$ cat src/rtl/arfl_first.sv
// arfl_first: find-first-set over the hit vector of the cell chain
// depends on nothing but its parameters
module arfl_first #(
  parameter int N = 64,
  parameter int IDX_W = 6
) (
  input  logic [N-1:0]     hits,
  output logic             found,
  output logic [IDX_W-1:0] index
);

  logic [N-1:0] lowest;

  assign lowest = hits & ~(hits - N'(1));
  assign found  = |hits;

  always_comb begin
    index = '0;
    for (int i = 0; i < N; i++) begin
      index = index | ({IDX_W{lowest[i]}} & IDX_W'(i));
    end
  end

endmodule

$ cat config.mk
export PLATFORM = sky130hd
export DESIGN_NAME = arfl_first
export DESIGN_NICKNAME = d
export VERILOG_FILES = /design/src/rtl/arfl_first.sv
export SDC_FILE = /design/constraint.sdc
export NUM_CORES = 1
export LEC_CHECK = 0
export BUFFER_PORTS_ARGS = -buffer_cell sky130_fd_sc_hd__buf_4
export CAP_MARGIN = 15
export CORE_UTILIZATION = 35
export DETAILED_ROUTE_END_ITERATION = 16
export PLACE_DENSITY = 0.65
export SLEW_MARGIN = 20
export SYNTH_ARGS = -nofsm -noshare
export SYNTH_HDL_FRONTEND = slang
export SYNTH_SLANG_ARGS = --single-unit
$ cat constraint.sdc
create_clock -name vclk -period 6.18
set_input_delay 0.618 -clock vclk [all_inputs]
set_output_delay 0.618 -clock vclk [all_outputs]
set_load 0.02 [all_outputs]
-- Word level (Yosys, flattened, before mapping)
Cells that the tools add are included.
- $add $sub $neg: 1
- bitwise operators: 64
- reductions and logical operators: 1
- operators with widths (cell ; count):
    $or 6x6->6 ; 32
    $or 5x5->5 ; 14
    $and 64x64->64 ; 1
    $not 64->64 ; 1
    $reduce_or 64->1 ; 1
    $sub 64x1->64 const B ; 1
    $or 4x4->4 ; 7
    $or 3x3->3 ; 3
    $or 6x5->6 ; 1
    $or 4x5->5 ; 1
    $or 3x4->4 ; 1
    $or 2x3->3 ; 1
    $or 1x2->2 ; 1
    $or 2x2->2 ; 1
- register bits: 0
- bits of input ports: 64
- output and inout bits: 7

-- Logic depth before layout (Yosys ltp)
- depth in word-level cells: 65
- depth in mapped cells: 9
- mapped depth without buffers: 7

-- Least setup slack after synthesis
OpenSTA, ideal clock, no wires.
- kind: input-to-output
- from: input port hits[48]
- to: output port index[2]
- arrival time: 2.806 ns
- data required time: 5.562 ns
- path slack: 2.756 ns
- stages on the path: 6
- path through: or4_4 -> or4_4 -> or3_1 -> or4_4 -> nor2b_1 -> nand4_1
- longest elaborated chain between the ends: 15
- RTL lines (element ; line ; source):
    start, declared ; 7 ; input logic [N-1:0] hits,
    $sub 64x1->64 * ; 14 ; assign lowest = hits & ~(hits - N'(1));
    $not 64->64 * ; 14 ;
    $and 64x64->64 * ; 14 ;
    $or 6x6->6 (11 in series) ; 20 ; index = index | ({IDX_W{lowest[i]}} & IDX_W'(i));
    $or 6x6->6 * ; 20 ;
    end, declared ; 9 ; output logic [IDX_W-1:0] index
Mark *: on every way between the ends. The rest lies on a longest branch, timed or not.

-- Worst setup path after layout
- from: input port hits[3]
- to: output port index[1]
- longest elaborated chain between the ends: 64
- RTL lines (element ; line):
    $sub 64x1->64 ; 14
    $not 64->64 ; 14
    $and 64x64->64 * ; 14
    $or 2x2->2 ; 20
    $or 2x3->3 ; 20
    $or 3x3->3 (3 in series) ; 20
    $or 3x4->4 ; 20
    $or 4x4->4 (7 in series) ; 20
    $or 4x5->5 ; 20
    $or 5x5->5 (14 in series) ; 20
    $or 6x5->6 ; 20
    $or 6x6->6 (31 in series) ; 20
    $or 6x6->6 * ; 20
Marks and branches as above.

==> flow_summary.yaml <==
status:
  status: "finished, final reports clean"
drt:
  firstDrtPassIters: 5
  post_drt_via_cell_ratio: 6.292
  ant_nets: 0
  drt-initial-drc-count: 127
  drt-total-wl_mm: 5.257
  route.detailed.drc: 0
  wire_per_inst_microns: 15.37
  num_vias: 2152
synth:
  synth_common_cells: "34 x nor2_1, 24 x nor3_1, 16 x nand2_1"
  synth.most_common_cell: "nor2_1"
  synth.area.top_cells: "nor2_1 9.5%, nor3_1 9.0%, nand4_1 5.6%"
  ys_seq_area_share_pct: 0
  yosysUniqueCellTypes: 48
  syn_area_sq_um: 1341
  yosysTopAreaCell: "nor2_1"
  yosys.area.top_type_share_pct: 9.515
  syn-mean-instance-area_sq_um: 5.935
  synth_fp_nets: 290
  netlist_instances: 226
  ys_warn_count: 0
die:
  start_util_pct: 36.64
  coreArea_sq_um: 3661
  fp-row-count: 22
  die-area_sq_um: 4084
  die_w_microns: 63.91
  io_pins: 71
  die_y_microns: 63.91
setup_path:
  arrival_ps: 3140
  critPathCaptureType: "output port"
  cp-startpoint: "hits[3]"
  crit_end: "index[1]"
  crit_required_ps: 5560
  startpoint_type: "input pin"
  crit_type: "input pin to output port"
  critPathMaxFanout: 10
grt:
  grt_pass1_vias: 1864
  overflow: 0
  grt_pass1_wl_mm: 8.500
  grt_max_degree: 11
  antenna_found_initial: 0
  track_usage_pct: 25.19
hold_path:
  min_path_type: "input pin to output port"
sta:
  fmax_ghz: 0.2658
  hold_viol_final: 0
  drv_slew: 0
  setup_tns_ps: 0
  worst_slew_margin_rel_pct: 45.90
  worstMarginPinSlew_ps: 804.0
  setup_slack_ps: 2418
  post-route-period-util_pct: 60.87
  grt_setup_unrepaired: "no"
  fin_crit_ps: 3762
  final-setup-viol-count: 0
final_layout:
  nFlopsAndLatches: 0
  areaGrowthSynthToFinish_pct: 43.38
  nets: 360
  drive_above_1_share_pct: 26.87
  fill_cells: 406
  antenna_cells: 0
  regArea_sq_um: 0
  clkbuf_count: 0
job:
  max-cap-violations: 0
power_and_ir_drop:
  ir_drop_mv: 0.02435
  powerDensity_nw_per_um2: 40.41
  cellLeakagePower_nw: 0.7362
placed_design:
  hpwl_mm: 4.467
  io_buffers: 71
  post-place-ws_ps: 2452
  place_congestion: 0.9081
clocking:
  holdBufCountCts: 0
  postCtsSetupRepairBufs: 0
  cts.repair.resized: 0
routing by layer:
metal	vias to the layer above	share of wire, %	global-route usage [%]
met3	4	7.4	1.250
li1	1068	-	-
met2	105	45	40.82
met4	0	0.59	2.273
met5	-	0	0
met1	975	47	37.39
stage by stage:
stage	cells	utilization [%]	total power [mW]	hold slack (ps)	instance area, sq um
after global placement	342	52.53	0.07624	1557	1923
after CTS	342	52.53	0.07698	1555	1923
after floorplan	226	-	0.02375	1427	1341
final	342	52.53	0.07771	1552	1923
after global routing	342	52.53	0.08528	1596	1923
after detailed placement	342	52.53	0.07671	1554	1923
final cells by class:
type | instances | area [sq um] | share of cell area (%)
well taps | 48 | 60.06 | 3.123
multi-input cells | 215 | 1300 | 67.60
inverters | 8 | 30.03 | 1.561
repair buffers | 71 | 533.0 | 27.72
power breakdown:
group	internal, mW	switching, mW	leakage, nW
sequential	0	0	0
combinational	0.0398	0.0379	0.736
clock	0	0	0
total	0.0398	0.0379	0.736
worst min-delay path by stage:
stage | cells after the start | from | endpoint
3_3_place_gp | 4 | hits[63] | found
4_1_cts | 4 | hits[63] | found
3_5_place_dp | 4 | hits[63] | found
5_1_grt | 4 | hits[63] | found
2_1_floorplan | 2 | hits[63] | found
6_report | 4 | hits[63] | found
cell usage in the layout, fill, tap and decap left out, types with 2 or more instances in the layout:
cell type,instances
a2111o_1,2
a211oi_1,5
a21o_1,2
a21oi_1,13
a31oi_1,2
and3_1,4
and4_1,2
buf_4,71
inv_1,8
nand2_1,16
nand2b_1,4
nand3_1,7
nand3b_1,4
nand4_1,12
nand4b_1,4
nor2_1,34
nor2b_1,3
nor3_1,24
nor3b_1,4
nor4_1,12
nor4b_1,3
o211ai_1,2
o21ai_0,6
o22ai_1,4
o311ai_0,3
or2_2,2
or3_1,9
or4_1,10
or4_4,3
critical path: stages:
cell	delay, ps
buf_4	120
or4_1	600
nor3_1	410
nand3_1	390
o32a_1	460
o211ai_1	180
a2111o_1	130
or4_1	100
buf_4	130
logic make-up after synthesis:
logic type | count (synthesis) | share of synthesized area (%)
and+or+nand+nor | 161 | 68.47
AOI/OAI and AO/OA | 54 | 28.45
buffers and inverters | 11 | 3.078
Power figures use the tool's default switching activity.
