File: config.mk
export PLATFORM = sky130hd
export DESIGN_NAME = arfl_cell
export DESIGN_NICKNAME = d
export VERILOG_FILES = /design/src/rtl/arfl_pkg.sv /design/src/rtl/arfl_cell.sv
export SDC_FILE = /design/constraint.sdc
export NUM_CORES = 2
export LEC_CHECK = 0
export BUFFER_PORTS_ARGS = -buffer_cell sky130_fd_sc_hd__buf_2
export CAP_MARGIN = 5
export CELL_PAD_IN_SITES_DETAIL_PLACEMENT = 1
export CELL_PAD_IN_SITES_GLOBAL_PLACEMENT = 2
export CORE_MARGIN = 5
export CORE_UTILIZATION = 31
export DETAILED_ROUTE_END_ITERATION = 7
export GPL_TIMING_DRIVEN = 0
export PLACE_DENSITY = 0.9
export SLEW_MARGIN = 10
export SYNTH_ARGS = -nofsm -noshare
export SYNTH_HDL_FRONTEND = slang
export SYNTH_SLANG_ARGS = --single-unit
File: constraint.sdc
create_clock -name clk -period 7.5 [get_ports clk]
set_input_delay 0.375 -clock clk [delete_from_list [all_inputs] [get_ports clk]]
set_output_delay 0.375 -clock clk [all_outputs]
set_load 0.01 [all_outputs]
File: src/rtl/arfl_pkg.sv
// arfl_pkg: types, codes and constants of the address range free-list allocator
// used by arfl_cell and address_range_free_list_allocator; no dependencies
package arfl_pkg;

  localparam int ADDR_W = 64;
  localparam int CFG_IDX_W = 2;

  // status codes
  localparam logic [1:0] ST_OK       = 2'd0;
  localparam logic [1:0] ST_INVALID  = 2'd1;
  localparam logic [1:0] ST_OVERFLOW = 2'd2;
  localparam logic [1:0] ST_NOMEM    = 2'd3;

  // operation codes
  localparam logic [1:0] FN_ALLOC = 2'd0;
  localparam logic [1:0] FN_FREE  = 2'd1;
  localparam logic [1:0] FN_TEST  = 2'd2;
  localparam logic [1:0] FN_BAD   = 2'd3;  // undefined operation

  // configuration register indexes
  localparam logic [CFG_IDX_W-1:0] CFG_BASE   = 2'd0;
  localparam logic [CFG_IDX_W-1:0] CFG_LENGTH = 2'd1;

  typedef struct packed {
    logic [1:0]        func;
    logic [ADDR_W-1:0] req_address;
    logic [ADDR_W-1:0] req_length;
    logic [ADDR_W-1:0] req_alignment;
  } req_t;

  typedef struct packed {
    logic [1:0]        status;
    logic [ADDR_W-1:0] granted_address;
    logic              span_allocated;
  } rsp_t;

  // request operands as the cells see them
  typedef struct packed {
    logic [ADDR_W-1:0] addr;
    logic [ADDR_W-1:0] size;
    logic [ADDR_W-1:0] end_addr;
    logic [ADDR_W-1:0] align;
    logic [ADDR_W-1:0] mask;
  } work_t;

  // per-cell compare results
  typedef struct packed {
    logic lt;    // addr below start
    logic ffit;  // fixed span inside range
    logic afit;  // aligned span fits range
    logic zl;    // length equals size
    logic tail;  // fixed span ends at range end
    logic padx;  // leftover equals pad
    logic pz;    // start already aligned
    logic aeq;   // addr equals start
    logic ea;    // start equals span end
    logic eb;    // range end equals addr
    logic brk;   // span ends at or before start
    logic ov;    // addr below range end
  } cell_flags_t;

  typedef enum logic [3:0] {
    C_NONE,
    C_LOAD,
    C_TRIM_HEAD,
    C_REMOVE_HEAD,
    C_TRIM_TAIL,
    C_SPLIT_FIX,
    C_PAD_ONLY,
    C_SPLIT_ANY,
    C_FREE_A,
    C_A_MERGE,
    C_FREE_B,
    C_B_MERGE,
    C_INSERT
  } cmd_op_t;

  typedef struct packed {
    cmd_op_t           op;
    logic [ADDR_W-1:0] load_start;
    logic [ADDR_W-1:0] load_len;
  } cmd_t;

endpackage

File: src/rtl/arfl_cell.sv
// arfl_cell: one free-range entry of the chain, with its compares and shift logic
// depends on arfl_pkg
module arfl_cell #(
  parameter int IDX_W = 6
) (
  input  logic                         clk,
  input  logic [IDX_W-1:0]             my_index,
  input  arfl_pkg::cmd_t               cmd,
  input  logic [IDX_W-1:0]             cmd_index,
  input  arfl_pkg::work_t              work,
  input  logic [arfl_pkg::ADDR_W-1:0]  left_start,
  input  logic [arfl_pkg::ADDR_W-1:0]  left_len,
  input  logic [arfl_pkg::ADDR_W-1:0]  left_pad,
  input  logic [arfl_pkg::ADDR_W-1:0]  right_start,
  input  logic [arfl_pkg::ADDR_W-1:0]  right_len,
  output logic [arfl_pkg::ADDR_W-1:0]  start,
  output logic [arfl_pkg::ADDR_W-1:0]  len,
  output logic [arfl_pkg::ADDR_W-1:0]  pad,
  output logic [arfl_pkg::ADDR_W-1:0]  cand,
  output arfl_pkg::cell_flags_t        flags
);

  logic [arfl_pkg::ADDR_W-1:0] offs, rem, start_next, len_next;
  logic is_k, is_kp1, is_km1, gt_k, gt_kp1;

  assign offs = start & work.mask;
  assign pad  = (offs == '0) ? '0 : work.align - offs;
  assign rem  = len - work.size;
  assign cand = start + pad;

  always_comb begin
    flags.lt   = work.addr < start;
    flags.ffit = !((work.addr - start) >= len) && !((work.end_addr - start) > len);
    flags.afit = (len >= work.size) && (rem >= pad);
    flags.zl   = len == work.size;
    flags.tail = (work.end_addr - start) == len;
    flags.padx = rem == pad;
    flags.pz   = offs == '0;
    flags.aeq  = work.addr == start;
    flags.ea   = start == work.end_addr;
    flags.eb   = (start + len) == work.addr;
    flags.brk  = work.end_addr <= start;
    flags.ov   = work.addr < (start + len);
  end

  assign is_k   = my_index == cmd_index;
  assign is_kp1 = (IDX_W+1)'(my_index) == ((IDX_W+1)'(cmd_index) + (IDX_W+1)'(1));
  assign is_km1 = ((IDX_W+1)'(my_index) + (IDX_W+1)'(1)) == (IDX_W+1)'(cmd_index);
  assign gt_k   = my_index > cmd_index;
  assign gt_kp1 = gt_k && !is_kp1;

  always_comb begin
    start_next = start;
    len_next   = len;
    case (cmd.op)
      arfl_pkg::C_LOAD: begin
        if (my_index == '0) begin
          start_next = cmd.load_start;
          len_next   = cmd.load_len;
        end
      end
      arfl_pkg::C_TRIM_HEAD: begin
        if (is_k) begin
          start_next = start + work.size;
          len_next   = rem;
        end
      end
      arfl_pkg::C_REMOVE_HEAD: begin
        if (is_k || gt_k) begin
          start_next = right_start;
          len_next   = right_len;
        end
      end
      arfl_pkg::C_TRIM_TAIL: begin
        if (is_k) len_next = rem;
      end
      arfl_pkg::C_SPLIT_FIX: begin
        if (is_k) begin
          len_next = work.addr - start;
        end else if (is_kp1) begin
          start_next = work.end_addr;
          len_next   = left_start + left_len - work.end_addr;
        end else if (gt_kp1) begin
          start_next = left_start;
          len_next   = left_len;
        end
      end
      arfl_pkg::C_PAD_ONLY: begin
        if (is_k) len_next = pad;
      end
      arfl_pkg::C_SPLIT_ANY: begin
        if (is_k) begin
          len_next = pad;
        end else if (is_kp1) begin
          start_next = left_start + left_pad + work.size;
          len_next   = left_len - left_pad - work.size;
        end else if (gt_kp1) begin
          start_next = left_start;
          len_next   = left_len;
        end
      end
      arfl_pkg::C_FREE_A: begin
        if (is_k) begin
          start_next = work.addr;
          len_next   = len + work.size;
        end
      end
      arfl_pkg::C_A_MERGE: begin
        if (is_km1) begin
          len_next = len + right_len + work.size;
        end else if (is_k || gt_k) begin
          start_next = right_start;
          len_next   = right_len;
        end
      end
      arfl_pkg::C_FREE_B: begin
        if (is_k) len_next = len + work.size;
      end
      arfl_pkg::C_B_MERGE: begin
        if (is_k) begin
          len_next = len + work.size + right_len;
        end else if (gt_k) begin
          start_next = right_start;
          len_next   = right_len;
        end
      end
      arfl_pkg::C_INSERT: begin
        if (is_k) begin
          start_next = work.addr;
          len_next   = work.size;
        end else if (gt_k) begin
          start_next = left_start;
          len_next   = left_len;
        end
      end
      default: begin
        start_next = start;
        len_next   = len;
      end
    endcase
  end

  always_ff @(posedge clk) begin
    start <= start_next;
    len   <= len_next;
  end

endmodule

-- Yosys cells after proc, flatten, opt, wreduce, memory -nomap -nowiden
Cells that the tools add are included.
- bits in registers: 128
- bits of input ports: 785
- output and inout port bits: 268
- $add $sub $neg: 19
- magnitude comparators: 8
- eq/ne operators: 34
- muxes and demuxes: 32
- bitwise gates (word level): 1
- reductions and logical operators: 15
- operators with widths (cell ; count):
    64-bit two-way mux ; 30
    64-bit adder ; 10
    64-bit one-hot mux with 10 select lines ; 1
    64-bit one-hot mux with 9 select lines ; 1
    64-bit subtractor ; 7
    64-bit == test ; 6
    64-bit greater-or-equal comparator ; 3
    64-bit less-than comparator ; 2
    64-bit AND ; 1
    64-bit greater-than comparator ; 1
    64-bit <= comparator ; 1
    64-bit zero test ; 1
    4-bit == test, second input constant ; 5
    2-bit != test, second input constant ; 9
    4-bit by 3-bit == test with 1-bit output, second input constant ; 4
    6-bit by 1-bit adder with 7-bit output, second input constant ; 2
    10-bit AND reduction ; 1
    10-bit nonzero test ; 1
    9-bit nonzero test ; 1
    4-bit by 2-bit == test with 1-bit output, second input constant ; 2
    6-bit by 7-bit == test with 1-bit output ; 1
    7-bit by 6-bit == test with 1-bit output ; 1
    7-bit AND reduction ; 1
    6-bit == test ; 1
    other kinds (9) ; 16

-- Depth between registers and ports, before layout
- depth in word-level cells: 8
- gate-level depth with buffers: 29
- depth with buffers taken out: 29

-- Worst setup path after synthesis
OpenSTA, ideal clock, no wires.
- path type: input port to flip-flop
- start point: input port cmd_index[2]
- end point: register len[0] in the netlist's numbering, enable pin
- library setup time: 590 ps
- arrival: 7723 ps
- data required time: 6910 ps
- slack: -813 ps
- stages: 12
- path buffers: 6
- path through: inv_1 ha_1 nand2_1 nor3_1 clkbuf_1 buf_1 clkbuf_1 clkbuf_1 buf_2 buf_2 o31ai_1 a221oi_1
- word-level cells in the longest chain between the ends: 3
- elaborated cells between the ends (all ways): 8
- classes of those cells: order compare (1); eq/ne (6); reduce/logical (1)
- ends and longest elaborated chain (what ; line ; text):
    start: declaration ; arfl_cell.sv:9 ; input logic [IDX_W-1:0] cmd_index,
    6-bit greater-than comparator / 6-bit == test (equally long branches) ; arfl_cell.sv:49, arfl_cell.sv:46 ;
    3-bit != test (no line) (tied with other cells) ; -- ;
    7-bit AND reduction (no line) * ; -- ;
    end signal: assignment ; arfl_cell.sv:145 ; len <= len_next;
    end: declaration ; arfl_cell.sv:17 ; output logic [arfl_pkg::ADDR_W-1:0] len,
Mark *: on every way between the ends. The rest lies on a longest branch, timed or not.
A chain may end at the register's enable or synchronous reset.

-- Worst setup path in the final report
- start point: input port cmd_index[2]
- end point: register len[11] in the netlist's numbering, enable pin
Same word-level chain as after synthesis.

==> run_results.csv <==
group,metric,value,unit
synth,synth_edf_count,128,
critical_path,crit_slowest_cell,"clkbuf_1",
clocking,h-tree-depth,4,
sta,fin_crit_sh,105,%
synth,ys_types,109,
detailed_routing,wirelength,745000,µm
floorplanning,die_h,511,µm
detailed_routing,drc,6,
synth,synth-main-ff-cell,"edfxtp_1",
synth,syn_area,77900,µm²
critical_path,path_cells,"buf_2, inv_1, ha_1, nand2_1, nor3_1, clkbuf_1, buf_2, clkbuf_1, clkbuf_2, buf_16, buf_2, buf_2, o31ai_1, a221oi_4, buf_6, buf_6, buf_8, buf_8, buf_8",
sta,hold_viol,0,
min_path,hp-class,"input pin to register",
critical_path,cpMostUsedCell,"buf_2",
final_layout,drive_above_1_share,15.7,%
detailed_routing,drtPass1Iterations,8,
critical_path,crit_path_end_kind,"register",
critical_path,worstPathRequired,7.78,ns
clocking,cts_buffer_depth,2,
place,placedCellCount,15500,
synth,syn_nets,13200,
final_layout,multi_input_area,70500,µm²
synth,syn_inst,11100,
critical_path,rr_endpoint,"len[58]$_DFFE_PP_",
sta,hold_slack,0.0882,ns
grt,grt_pass1_wl,950000,µm
sta,relSlewSlack,-8.97,%
critical_path,critPathLaunchType,"input pin",
outcome,status,"finished with violations",
sta,fin_skew,0.0252,ns
place,place_ws,-2.68,ns
critical_path,rrSetupSlack,-0.08,ns
min_path,hold_start,"cmd[64]",
critical_path,reg2reg_from,"len[1]$_DFFE_PP_",
final_layout,layoutNonFillerInstCount,16000,
critical_path,path_class,"input pin to register",
sta,finalSetupViolations,39,
sta,setup_slack,-0.358,ns
job,cap_violations,9,
detailed_routing,antenna_left,0,
min_path,min_to,"start[0]$_DFFE_PP_",
outcome,violations,"design-rule violations, max-capacitance violations, max-slew violations, negative setup slack",
sta,worst_slew_pin_slew,1.63,ns
power,leakagePower,42.4,nW
grt,track_usage,53.7,%
place,portBuffers,1050,
synth,syn_avg_cell_area,7.02,µm²
grt,grt_max_degree,42,
min_path,holdPathStages,2,
grt,use_met3,29.5,%
clocking,cts-root-buf,"clkbuf_16",
power,powerDensity,259,nW/µm²
critical_path,crit_arrival,8.14,ns
sta,drv_slew,90,
grt,grt_pass1_vias,103000,
sta,rsz0062_at_grt,"yes",
sta,period_needed,7.86,ns
grt,grt_busiest_layer,"met2",
floorplanning,std_cell_rows,184,
final_layout,num-nets-final,14600,
sta,fmax,127,MHz
final_layout,fin_util,37.6,%
floorplanning,die_w,511,µm
grt,use_met1,65.0,%
final_layout,n_fill_cell,31800,
synth,ys_seq_area_share,4.93,%
detailed_routing,route.vias.total,109000,
floorplanning,start_util,31.1,%
clocking,cts.sinks,128,
synth,postSynth.asyncResetShare,0,%
power,ir_worst_vdd,0.205,mV
critical_path,critPathMaxFanout,12,
place,hpwl,615000,µm
clocking,clk_pin_slew_worst_paths,0.09,ns
final_layout,ff_latch_area,3840,µm²
detailed_routing,avgRoutedWirePerCell,46.6,µm
grt,grt.met2_usage,70.1,%
final_layout,fin_area,94200,µm²
grt,antenna_found_initial,166,
detailed_routing,drt_first_iter_violations,16500,
floorplanning,core-area,251000,µm²
grt,grt-ovfl-total,0,
floorplanning,die_area,261000,µm²
synth,ys_ff_latch,128,
synth,yosys_warnings,0,
final_layout,area_delta_synth_final,21.0,%
clocking,cts_buffers,17,
floorplanning,io_pins,1053,
clocking,tritoncts,"yes",
place,placed_cell_area,88400,µm²
critical_path,crit_path_max_incr_delay,1.01,ns
critical_path,reg2reg_depth,27,
clocking,clock_latency,0.59,ns
place,routabilityCongestion,1.13,
detailed_routing,via_per_inst,6.81,
## metrics by stage
stage	power [mW]	setup TNS [ns]
2_1_floorplan	12.7	0
3_3_place_gp	20.7	-836.14
3_5_place_dp	20.7	-105.69
4_1_cts	22.7	-0.0494
5_1_grt	25.1	-0.199
6_report	24.4	-7.48
## power breakdown
group          internal, mW  switching, mW
combinational          7.12           15.1
sequential            0.942          0.263
clock                 0.478          0.516
total                  8.54           15.8
## state kept, by name, indices dropped and copies added (netlist names)
| name | cells |
|---|---|
| start | 64 |
| len | 64 |
## what timing repair did
| action | in CTS | in global routing |
|---|---|---|
| gates resized for setup | 233 | 184 |
| hold buffers | 0 | 0 |
| endpoints found under the setup margin | 91 | 39 |
| buffers inserted | 267 | 49 |
| pin swaps | 23 | 50 |
## synthesized netlist by cell type (all sizes together) (263+ instances only)
cell type	count	area [µm²]
a21oi	1343	6720
clkbuf	469	1880
nor2	876	3290
a21o	481	3610
ha	1095	13700
fa	263	5270
inv	854	3210
nand4	285	1780
nand2	1046	3930
o21ai	682	3410
xnor2	498	4360
xor2	273	2390
## critical path, delay by kind of cell
| family | cells | cell delay [ns] |
|---|---|---|
| AO/OA/AOI/OAI | 2 | 0.74 |
| adder cells (fa/ha/maj) | 1 | 0.31 |
| buffers and inverters | 14 | 5.96 |
| AND/OR/NAND/NOR | 2 | 0.59 |
## how the worst max path moves through the flow
stage	slack (ns)	depth (start not counted)	start	end
floorplan	1.39	12	cmd_index[2]	len[0]$_DFFE_PP_
global placement	-6.30	13	cmd_index[2]	len[0]$_DFFE_PP_
detailed placement	-2.68	26	start[63]$_DFFE_PP_	cand[49]
CTS	-0.05	31	start[0]$_DFFE_PP_	cand[49]
global route	-0.08	30	start[0]$_DFFE_PP_	cand[49]
finish	-0.36	19	cmd_index[2]	len[11]$_DFFE_PP_
## cells in the final DEF, fill, tap and decap left out, types with 135 or more instances in the layout
cell	n
inv_1	846
o21ai_0	627
o21bai_1	174
fa_1	263
a21o_1	478
nand3_1	186
a21oi_1	1298
buf_4	255
buf_2	1080
nand4_1	285
ha_1	1075
nor3_1	170
xnor2_1	480
a221oi_1	148
nand2b_1	135
xor2_1	262
nor2_1	857
clkbuf_1	350
nand2_1	1018
## area by class of cell
cell class,instances,share of cell area [%]
Clock buffer,19,0.459
Timing Repair Buffer,1412,9.87
Buffer,530,2.51
Multi-Input combinational cell,9554,74.8
Antenna cell,126,0.335
Inverter,856,3.42
Tap cell,3348,4.44
Clock inverter,11,0.105
Sequential cell,128,4.08
## routing by layer
| layer | vias to the layer above | share of wire (%) |
|---|---|---|
| met5 | - | 0.24 |
| met4 | 82 | 8.9 |
| met3 | 2062 | 16 |
| met2 | 8772 | 37 |
| met1 | 54100 | 38 |
| li1 | 43800 | - |
## cell families after synthesis
logic type      Yosys count  share of synthesized area [%]
buf+inv                1410                           7.06
mux                     126                           1.63
simple gates           3221                           19.3
compound gates         4078                           34.0
fa+ha+maj              1358                           24.3
flops                   128                           4.93
xor+xnor                771                           8.67
(Power assumes the default switching activity.)
